File: src/rtl/hbb_pkg.sv
// ----------------------------------------------------------------------------
// hbb_pkg: shared types and constants for the homography bounding box unit
// Fixed-point widths, register map codes and the divider result bundle.
// ----------------------------------------------------------------------------
package hbb_pkg;

	localparam int COORD_BITS     = 12;
	localparam int OUT_BITS       = 21;
	localparam int COEF_FRAC_BITS = 32;
	localparam int COEF_W         = 48;
	localparam int NUM_REGS       = 8;

	// Exact numerator/denominator: three terms of up to COEF_W+COORD_BITS bits
	localparam int ACC_W  = COEF_W + COORD_BITS + 2;
	localparam int PROD_W = COEF_W + COORD_BITS + 1;
	// 2|N| + |D| needs one bit more than the signed accumulator
	localparam int NUM_W  = ACC_W + 1;
	// Quotient bits examined: OUT_BITS magnitude bits plus one overflow bit
	localparam int QUO_W  = OUT_BITS + 1;
	localparam int DSH_W  = NUM_W + OUT_BITS;
	localparam int QCNT_W = $clog2(QUO_W);

	localparam int REG_IDX_W = $clog2(NUM_REGS);
	localparam int APB_DW    = 64;
	localparam int ADDR_W    = REG_IDX_W + 3;

	localparam int IN_DATA_W  = ((2 * COORD_BITS + 7) / 8) * 8;
	localparam int OUT_DATA_W = ((4 * OUT_BITS + 7) / 8) * 8;

	localparam logic [REG_IDX_W-1:0] REG_H00 = REG_IDX_W'(0);
	localparam logic [REG_IDX_W-1:0] REG_H01 = REG_IDX_W'(1);
	localparam logic [REG_IDX_W-1:0] REG_H02 = REG_IDX_W'(2);
	localparam logic [REG_IDX_W-1:0] REG_H10 = REG_IDX_W'(3);
	localparam logic [REG_IDX_W-1:0] REG_H11 = REG_IDX_W'(4);
	localparam logic [REG_IDX_W-1:0] REG_H12 = REG_IDX_W'(5);
	localparam logic [REG_IDX_W-1:0] REG_H20 = REG_IDX_W'(6);
	localparam logic [REG_IDX_W-1:0] REG_H21 = REG_IDX_W'(7);

	localparam logic [COEF_W-1:0] COEF_ONE = {{(COEF_W-1){1'b0}}, 1'b1} << COEF_FRAC_BITS;
	localparam logic [ACC_W-1:0]  ACC_ONE  = {{(ACC_W-1){1'b0}}, 1'b1} << COEF_FRAC_BITS;

	localparam logic [OUT_BITS-1:0] RUN_MAX = {1'b0, {(OUT_BITS-1){1'b1}}};
	localparam logic [OUT_BITS-1:0] RUN_MIN = {1'b1, {(OUT_BITS-1){1'b0}}};

	typedef struct packed {
		logic                       ok;
		logic signed [OUT_BITS-1:0] q;
	} div_res_t;

endpackage

File: src/rtl/hbb_div.sv
// ----------------------------------------------------------------------------
// hbb_div: rounded signed divider, one quotient bit per cycle
// Computes round-half-away(n / d) with range and zero-divisor checks.
// ----------------------------------------------------------------------------
module hbb_div (
	input  logic                           clk,
	input  logic                           arst_n,
	input  logic                           start,
	input  logic signed [hbb_pkg::ACC_W-1:0] n,
	input  logic signed [hbb_pkg::ACC_W-1:0] d,
	output logic                           done,
	output hbb_pkg::div_res_t              res
);
	import hbb_pkg::*;

	logic [ACC_W-1:0]  n_mag, d_mag;
	logic [NUM_W-1:0]  num_init, den_init;
	logic [NUM_W-1:0]  rem_q;
	logic [DSH_W-1:0]  dsh_q;
	logic [QUO_W-1:0]  quo_q;
	logic [QCNT_W-1:0] cnt_q;
	logic              busy_q, done_q, neg_q, zero_q;
	logic              ge;
	logic [QUO_W-1:0]  limit;

	assign n_mag    = n[ACC_W-1] ? (~n + ACC_W'(1)) : n;
	assign d_mag    = d[ACC_W-1] ? (~d + ACC_W'(1)) : d;
	assign num_init = {n_mag, 1'b0} + {1'b0, d_mag};
	assign den_init = {d_mag, 1'b0};

	// Trial subtract: shifted divisor must fit below the remainder width
	assign ge = (dsh_q[DSH_W-1:NUM_W] == '0) && (rem_q >= dsh_q[NUM_W-1:0]);

	always_ff @(posedge clk or negedge arst_n) begin
		if (!arst_n) begin
			busy_q <= 1'b0;
			done_q <= 1'b0;
			cnt_q  <= '0;
		end else begin
			done_q <= busy_q && !start && (cnt_q == '0);
			if (start) begin
				busy_q <= 1'b1;
				cnt_q  <= QCNT_W'(QUO_W - 1);
			end else if (busy_q) begin
				cnt_q <= cnt_q - QCNT_W'(1);
				if (cnt_q == '0) begin
					busy_q <= 1'b0;
				end
			end
		end
	end

	always_ff @(posedge clk) begin
		if (start) begin
			rem_q  <= num_init;
			dsh_q  <= {den_init, {OUT_BITS{1'b0}}};
			quo_q  <= '0;
			neg_q  <= n[ACC_W-1] ^ d[ACC_W-1];
			zero_q <= (d == '0);
		end else if (busy_q) begin
			if (ge) begin
				rem_q <= rem_q - dsh_q[NUM_W-1:0];
			end
			quo_q <= {quo_q[QUO_W-2:0], ge};
			dsh_q <= dsh_q >> 1;
		end
	end

	// Negative results may reach one step further than positive ones
	assign limit  = neg_q ? (QUO_W'(1) << (OUT_BITS - 1))
	                      : ((QUO_W'(1) << (OUT_BITS - 1)) - QUO_W'(1));
	assign done   = done_q;
	assign res.ok = !zero_q && (quo_q <= limit);
	assign res.q  = neg_q ? (~quo_q[OUT_BITS-1:0] + OUT_BITS'(1)) : quo_q[OUT_BITS-1:0];

endmodule

File: src/rtl/homography_bounding_box_unit.sv
// ----------------------------------------------------------------------------
// homography_bounding_box_unit: projected bounding box of a point stream
// Maps source points through a 3x3 homography and tracks min/max extents.
// ----------------------------------------------------------------------------
// Usage:
//   Input stream s_*: one item per source point, src_x/src_y in s_tdata and
//   the end-of-image marker in s_tlast. Output stream m_*: one item per
//   image, emitted after the point marked last; the four box edges travel
//   in m_tdata and the overflow status in m_tuser.
//   APB port: eight 48-bit homography coefficients at byte address 8*i; write
//   them only while the unit is idle (the unit itself does not enforce this).
//   Each point passes, from its accept to the earliest accept of the next
//   point, through the shared multiplier (six products plus one accumulate),
//   then two divisions on one shared restoring divider (x, then y), then the
//   fold into the running box and the return to idle.
//   s_tready is low meanwhile.
//   The box item appears in the output register at the end of the fold of
//   the last point. It may wait there while the next image runs; only the
//   fold of a later last point stalls until the receiver takes it.
//   Reset: coefficients return to identity, running extents and the
//   overflow flag are cleared, the output register empties.
// ----------------------------------------------------------------------------
module homography_bounding_box_unit (
	input  logic                              clk,
	input  logic                              arst_n,
	// APB configuration
	input  logic                              psel,
	input  logic                              penable,
	input  logic                              pwrite,
	input  logic [hbb_pkg::ADDR_W-1:0]        paddr,
	input  logic [hbb_pkg::APB_DW-1:0]        pwdata,
	output logic [hbb_pkg::APB_DW-1:0]        prdata,
	output logic                              pready,
	// point stream
	input  logic                              s_tvalid,
	output logic                              s_tready,
	input  logic [hbb_pkg::IN_DATA_W-1:0]     s_tdata,   // src_x, src_y
	input  logic                              s_tlast,   // last_point
	// box stream
	output logic                              m_tvalid,
	input  logic                              m_tready,
	output logic [hbb_pkg::OUT_DATA_W-1:0]    m_tdata,   // box_left, box_top, box_right, box_bottom
	output logic                              m_tuser    // status
);
	import hbb_pkg::*;

	typedef enum logic [2:0] {
		S_IDLE,
		S_MUL,
		S_DIVX,
		S_DIVY,
		S_FOLD
	} state_t;

	state_t state_q;

	// coefficient registers
	logic [COEF_W-1:0] h00_q, h01_q, h02_q, h10_q, h11_q, h12_q, h20_q, h21_q;

	// point and arithmetic datapath
	logic [COORD_BITS-1:0]      x_q, y_q;
	logic                       last_q;
	logic [2:0]                 cnt_q;
	logic signed [COEF_W-1:0]   mul_a;
	logic signed [COORD_BITS:0] mul_b;
	logic signed [PROD_W-1:0]   mul_p;
	logic [ACC_W-1:0]           prod_q;
	logic [ACC_W-1:0]           acc_d_q, acc_x_q, acc_y_q;

	// divider
	logic              div_go_q;
	logic              div_done;
	div_res_t          div_res;
	logic [ACC_W-1:0]  div_n;

	logic signed [OUT_BITS-1:0] px_q, py_q;
	logic                       okx_q;

	// running box
	logic signed [OUT_BITS-1:0] run_left_q, run_top_q, run_right_q, run_bottom_q;
	logic                       ovf_seen_q;
	logic signed [OUT_BITS-1:0] new_left, new_top, new_right, new_bottom;
	logic                       pt_ok, new_ovf;

	// output register
	logic                       m_tvalid_q;
	logic [OUT_DATA_W-1:0]      m_tdata_q;
	logic                       m_tuser_q;
	logic                       out_free;
	logic                       out_load;

	logic                       in_acc, cfg_wr;

	assign in_acc   = s_tvalid && s_tready;
	assign s_tready = (state_q == S_IDLE);
	assign cfg_wr   = psel && penable && pwrite;
	assign pready   = 1'b1;
	assign out_free = !m_tvalid_q || m_tready;
	// load the box item at the fold of a last point once the register frees
	assign out_load = (state_q == S_FOLD) && last_q && out_free;

	// ---------------- configuration registers ----------------
	always_ff @(posedge clk or negedge arst_n) begin
		if (!arst_n) begin
			h00_q <= COEF_ONE;
			h01_q <= '0;
			h02_q <= '0;
			h10_q <= '0;
			h11_q <= COEF_ONE;
			h12_q <= '0;
			h20_q <= '0;
			h21_q <= '0;
		end else if (cfg_wr) begin
			case (paddr[ADDR_W-1:3])
				REG_H00: h00_q <= pwdata[COEF_W-1:0];
				REG_H01: h01_q <= pwdata[COEF_W-1:0];
				REG_H02: h02_q <= pwdata[COEF_W-1:0];
				REG_H10: h10_q <= pwdata[COEF_W-1:0];
				REG_H11: h11_q <= pwdata[COEF_W-1:0];
				REG_H12: h12_q <= pwdata[COEF_W-1:0];
				REG_H20: h20_q <= pwdata[COEF_W-1:0];
				REG_H21: h21_q <= pwdata[COEF_W-1:0];
				default: ;
			endcase
		end
	end

	// Read back sign-extended to the bus width
	always_comb begin
		logic [COEF_W-1:0] rd;
		case (paddr[ADDR_W-1:3])
			REG_H00: rd = h00_q;
			REG_H01: rd = h01_q;
			REG_H02: rd = h02_q;
			REG_H10: rd = h10_q;
			REG_H11: rd = h11_q;
			REG_H12: rd = h12_q;
			REG_H20: rd = h20_q;
			REG_H21: rd = h21_q;
			default: rd = '0;
		endcase
		prdata = {{(APB_DW-COEF_W){rd[COEF_W-1]}}, rd};
	end

	// ---------------- shared multiplier ----------------
	// Order: denominator terms first, then x numerator, then y numerator.
	always_comb begin
		case (cnt_q)
			3'd0:    mul_a = h20_q;
			3'd1:    mul_a = h21_q;
			3'd2:    mul_a = h00_q;
			3'd3:    mul_a = h01_q;
			3'd4:    mul_a = h10_q;
			3'd5:    mul_a = h11_q;
			default: mul_a = '0;
		endcase
		mul_b = cnt_q[0] ? {1'b0, y_q} : {1'b0, x_q};
		mul_p = mul_a * mul_b;
	end

	assign div_n = (state_q == S_DIVY) ? acc_y_q : acc_x_q;

	hbb_div u_div (
		.clk    (clk),
		.arst_n (arst_n),
		.start  (div_go_q),
		.n      (div_n),
		.d      (acc_d_q),
		.done   (div_done),
		.res    (div_res)
	);

	// ---------------- fold into the running box ----------------
	always_comb begin
		pt_ok      = okx_q && div_res.ok;
		new_left   = (pt_ok && (px_q < run_left_q))      ? px_q        : run_left_q;
		new_right  = (pt_ok && (px_q > run_right_q))     ? px_q        : run_right_q;
		new_top    = (pt_ok && (py_q < run_top_q))       ? py_q        : run_top_q;
		new_bottom = (pt_ok && (py_q > run_bottom_q))    ? py_q        : run_bottom_q;
		new_ovf    = ovf_seen_q || !pt_ok;
	end

	// ---------------- sequencer ----------------
	always_ff @(posedge clk or negedge arst_n) begin
		if (!arst_n) begin
			state_q      <= S_IDLE;
			cnt_q        <= '0;
			div_go_q     <= 1'b0;
			run_left_q   <= RUN_MAX;
			run_top_q    <= RUN_MAX;
			run_right_q  <= RUN_MIN;
			run_bottom_q <= RUN_MIN;
			ovf_seen_q   <= 1'b0;
			m_tvalid_q   <= 1'b0;
			m_tdata_q    <= '0;
			m_tuser_q    <= 1'b0;
		end else begin
			// start the x division after the last accumulate, y right after x
			div_go_q   <= ((state_q == S_MUL) && (cnt_q == 3'd6)) ||
			              ((state_q == S_DIVX) && div_done);
			m_tvalid_q <= out_load || (m_tvalid_q && !m_tready);
			case (state_q)
				S_IDLE: begin
					if (in_acc) begin
						cnt_q   <= '0;
						state_q <= S_MUL;
					end
				end
				S_MUL: begin
					cnt_q <= cnt_q + 3'd1;
					if (cnt_q == 3'd6) begin
						state_q  <= S_DIVX;
					end
				end
				S_DIVX: begin
					if (div_done) begin
						state_q  <= S_DIVY;
					end
				end
				S_DIVY: begin
					if (div_done) begin
						state_q <= S_FOLD;
					end
				end
				S_FOLD: begin
					// px_q/okx_q hold x; the y ok flag is read from the divider
					if (!last_q) begin
						run_left_q   <= new_left;
						run_top_q    <= new_top;
						run_right_q  <= new_right;
						run_bottom_q <= new_bottom;
						ovf_seen_q   <= new_ovf;
						state_q      <= S_IDLE;
					end else if (out_free) begin
						if (new_ovf) begin
							m_tdata_q <= '0;
							m_tuser_q <= 1'b1;
						end else begin
							m_tdata_q <= OUT_DATA_W'({new_bottom, new_right, new_top, new_left});
							m_tuser_q <= 1'b0;
						end
						run_left_q   <= RUN_MAX;
						run_top_q    <= RUN_MAX;
						run_right_q  <= RUN_MIN;
						run_bottom_q <= RUN_MIN;
						ovf_seen_q   <= 1'b0;
						state_q      <= S_IDLE;
					end
				end
				default: state_q <= S_IDLE;
			endcase
		end
	end

	// ---------------- datapath registers ----------------
	always_ff @(posedge clk) begin
		if (in_acc) begin
			x_q     <= s_tdata[COORD_BITS-1:0];
			y_q     <= s_tdata[2*COORD_BITS-1:COORD_BITS];
			last_q  <= s_tlast;
			acc_d_q <= ACC_ONE;
			acc_x_q <= {{(ACC_W-COEF_W){h02_q[COEF_W-1]}}, h02_q};
			acc_y_q <= {{(ACC_W-COEF_W){h12_q[COEF_W-1]}}, h12_q};
		end
		if (state_q == S_MUL) begin
			prod_q <= {{(ACC_W-PROD_W){mul_p[PROD_W-1]}}, mul_p};
			// accumulate the product registered in the previous cycle
			case (cnt_q)
				3'd1, 3'd2: acc_d_q <= acc_d_q + prod_q;
				3'd3, 3'd4: acc_x_q <= acc_x_q + prod_q;
				3'd5, 3'd6: acc_y_q <= acc_y_q + prod_q;
				default: ;
			endcase
		end
		if (state_q == S_DIVX && div_done) begin
			px_q  <= div_res.q;
			okx_q <= div_res.ok;
		end
		if (state_q == S_DIVY && div_done) begin
			py_q <= div_res.q;
		end
	end

	assign m_tvalid = m_tvalid_q;
	assign m_tdata  = m_tdata_q;
	assign m_tuser  = m_tuser_q;

endmodule
File: config.mk
export PLATFORM = sky130hd
export DESIGN_NAME = homography_bounding_box_unit
export DESIGN_NICKNAME = d
export VERILOG_FILES = /design/src/rtl/hbb_pkg.sv /design/src/rtl/hbb_div.sv /design/src/rtl/homography_bounding_box_unit.sv
export SDC_FILE = /design/constraint.sdc
export NUM_CORES = 2
export LEC_CHECK = 0
export BUFFER_PORTS_ARGS = -buffer_cell sky130_fd_sc_hd__buf_2
export CAP_MARGIN = 5
export CELL_PAD_IN_SITES_DETAIL_PLACEMENT = 0
export CELL_PAD_IN_SITES_GLOBAL_PLACEMENT = 1
export CORE_UTILIZATION = 54
export DETAILED_ROUTE_END_ITERATION = 10
export PLACE_DENSITY_LB_ADDON = 0.1
export RECOVER_POWER = 25
export SYNTH_ARGS = -nofsm -noshare
export SYNTH_HDL_FRONTEND = slang
export SYNTH_HIERARCHICAL = 1
export SYNTH_SLANG_ARGS = --single-unit
File: constraint.sdc
create_clock -name clk -period 12.9 [get_ports clk]
set_input_delay 2.58 -clock clk [delete_from_list [all_inputs] [get_ports clk]]
set_output_delay 2.58 -clock clk [all_outputs]
set_load 0.005 [all_outputs]
==> flow_summary.json <==
{
  "status": "finished, violations left",
  "violations": "max-capacitance violations, max-slew violations",
  "wl_per_cell_um": 23.3,
  "post-route-min-period_ns": 10.40,
  "overflow": 0,
  "fmax_ghz": 0.0962,
  "final_common_cell": "nand2_1",
  "synthTopCellsByArea": "dfrtp_1 15%, fa_1 11%, edfxtp_1 8.7%, ha_1 7.8%, mux2_2 7.0%",
  "maxSlewHeadroom_pct": -269,
  "globalRouteTotalUtil_pct": 33.3,
  "initial_utilization_pct": 54.6,
  "cts_hold_buf": 0,
  "drc": 0,
  "netlist.area_leader.share_pct": 14.9,
  "crit_slowest_cell": "ha_1",
  "post_cts_buffers": 0,
  "syn_area_um2": 88300,
  "root_buffer": "clkbuf_16",
  "cts_max_level": 3,
  "nNetsFinal": 10700,
  "grt_pass1_wl_um": 423000,
  "rows": 147,
  "tightest_slew_ns": 5.54,
  "crit_path_start_kind": "register",
  "vias_per_cell": 6.10,
  "cts.path.max_buffers": 3,
  "cp_num_buf_inv": 5,
  "hold_class": "reg -> reg",
  "holdWs_ns": 0.469,
  "placed_area_um2": 91000,
  "syn-mean-instance-area_um2": 9.16,
  "synth-async-reset-ratio_pct": 53.9,
  "drive_gt1_share_pct": 12.7,
  "layout_common_cells": "1,113 x nand2_1, 920 x inv_1, 737 x nor2_1",
  "cp.required_ns": 13.42,
  "place_congestion": 0.926,
  "dr_wl_met3_um": 19500,
  "drtAntennaViolNets": 0,
  "drt_iter0_markers": 6231,
  "setup_viol": 0,
  "dr.pass1.iters": 6,
  "die_y_um": 406,
  "hold_viol_final": 0,
  "yosysWarnings": 6,
  "critPathKind": "reg -> reg",
  "rsz0062_at_grt": "false",
  "critPathTopFamily": "adder cells",
  "dieArea_um2": 165000,
  "syn_to_final_growth_pct": 7.61,
  "worstSkewPairLatency_ns": 0.80,
  "ys_seq_area_share_pct": 30.1,
  "synth-main-ff-cell": "dfrtp_1",
  "synth_edf_count": 256,
  "critPathCaptureType": "register",
  "crit_arrival_ns": 10.91,
  "core_um2": 161000,
  "drt-total-wl_um": 276000,
  "grt_max_degree": 160,
  "clk_pin_slew_ns": 0.06,
  "vias": 72100,
  "ios": 258,
  "finalMaxSlewViolations": 935,
  "cts_inserted_buffers": 120,
  "port_buffers": 233,
  "cts_tree": "done",
  "synthDominantAreaCellType": "dfrtp_1",
  "finClkSkew_ns": 0.0517,
  "wl_met2_um": 124000,
  "fin_crit_sh_pct": 80.6,
  "max-cap-violations": 16,
  "worst-path-max-fanout": 49,
  "path_cells": "buf_4 -> ha_1 -> nand2_1 -> and3_1 -> nor2_1 -> fa_1 -> inv_1 -> fa_1 -> inv_1 -> fa_1 -> fa_1 -> inv_1 -> fa_1 -> inv_1 -> ha_1 -> a2111oi_2 -> a31oi_1 -> a2111oi_0 -> o21ai_1 -> a41o_1 -> a41o_1 -> o311ai_1 -> nand2b_1 -> xor2_1",
  "cp_common_cell": "fa_1",
  "tns_ns": 0,
  "topRoutingLayerUsed": "met5",
  "antenna_found_initial": 15,
  "cp_slowest_stage_delay_ns": 2.36,
  "ctsResizeCount": 0,
  "grt_pass1_vias": 71100,
  "die_x_um": 406,
  "cts_sinks": 1055,
  "syn_inst": 9639,
  "met1_length_um": 122000,
  "synth.distinct_cells": 103,
  "final_area_um2": 95000,
  "ys_seq_elements": 1055,
  "hpwl_um": 210000
}
-- cell families (layout without fill, tap and decap cells) --
group / after synthesis / in the layout / synth area share, %
and+or+nand+nor: 2678 / 2678 / 13.7
adders and majority gates: 1056 / 1056 / 19.2
muxes: 753 / 753 / 9.99
AOI/OAI and AO/OA: 2145 / 2145 / 15.7
other: 2 / 11 / 0.00851
buffers and inverters: 1447 / 1461 / 6.28
xor gates and xnor gates: 503 / 503 / 5.02
DFF: 1055 / 1055 / 30.1
-- cells in the mapped netlist, drive strengths merged, types with 179 or more instances --
cell type  number
ha            548
edfxtp        256
dfxtp         230
a21oi         505
nand2        1115
clkbuf        416
inv           922
xor2          179
dfrtp         525
fa            503
nor2          744
o21ai         519
mux2          552
a21o          267
xnor2         322
-- registers in the layout, indices dropped and copies added (netlist names), 21 cells and up --
signal        cells
u_div/rem_q      63
h21_q            48
h02_q            48
run_top_q        21
run_right_q      21
h01_q            48
m_tdata          84
py_q             21
acc_y_q          62
run_bottom_q     21
prod_q           61
u_div/dsh_q      84
h10_q            48
px_q             21
h11_q            48
h00_q            48
u_div/quo_q      22
acc_x_q          62
h12_q            48
acc_d_q          62
h20_q            48
run_left_q       21
-- layout make-up --
| cell class | count | area, um^2 |
|---|---|---|
| Inverter | 922 | 3460 |
| Timing Repair Buffer | 313 | 1740 |
| Clock buffer | 157 | 3260 |
| Tap cell | 2160 | 2700 |
| Antenna cell | 6 | 15.0 |
| Fill cell | 14500 | 66500 |
| Multi-Input combinational cell | 7140 | 56400 |
| Sequential cell | 1055 | 26600 |
| Clock inverter | 69 | 813 |
-- worst paths after layout --
check / start / to / slack (ns) / cells past startpoint
worst max-delay path: cnt_q[0]$_DFFE_PN0P_ / prod_q[50]$_DFFE_PP_ / 2.50 / 24
worst min-delay path: acc_x_q[61]$_DFF_P_ / acc_x_q[61]$_DFF_P_ / 0.47 / 1
worst max register to register: cnt_q[0]$_DFFE_PN0P_ / prod_q[50]$_DFFE_PP_ / 2.50 / 24
worst min register to register: acc_x_q[61]$_DFF_P_ / acc_x_q[61]$_DFF_P_ / 0.47 / 1
max in group asynchronous: arst_n / h11_q[38]$_DFFE_PN0P_ / 2.96 / 3
min in group asynchronous: arst_n / m_tdata[69]$_DFFE_PN0P_ / 3.82 / 1
-- metal layers --
layer	up-vias	global-route usage [%]
met5	-	0
met4	22	11.6
met3	462	5.14
met2	2446	52.6
met1	35900	46.4
li1	33300	-
-- per-stage QoR --
stage	cells	util (%)	setup WS, ns
6_report	11800	58.8	2.50
5_1_grt	11800	58.8	1.58
4_1_cts	11800	58.9	3.64
3_5_place_dp	11600	56.3	3.66
3_3_place_gp	11600	56.3	3.74
2_1_floorplan	9642	-	5.06
Power is left out: the tool's default activity adds up to more than one toggle a clock period on the data nets, which glitch-free logic cannot reach.
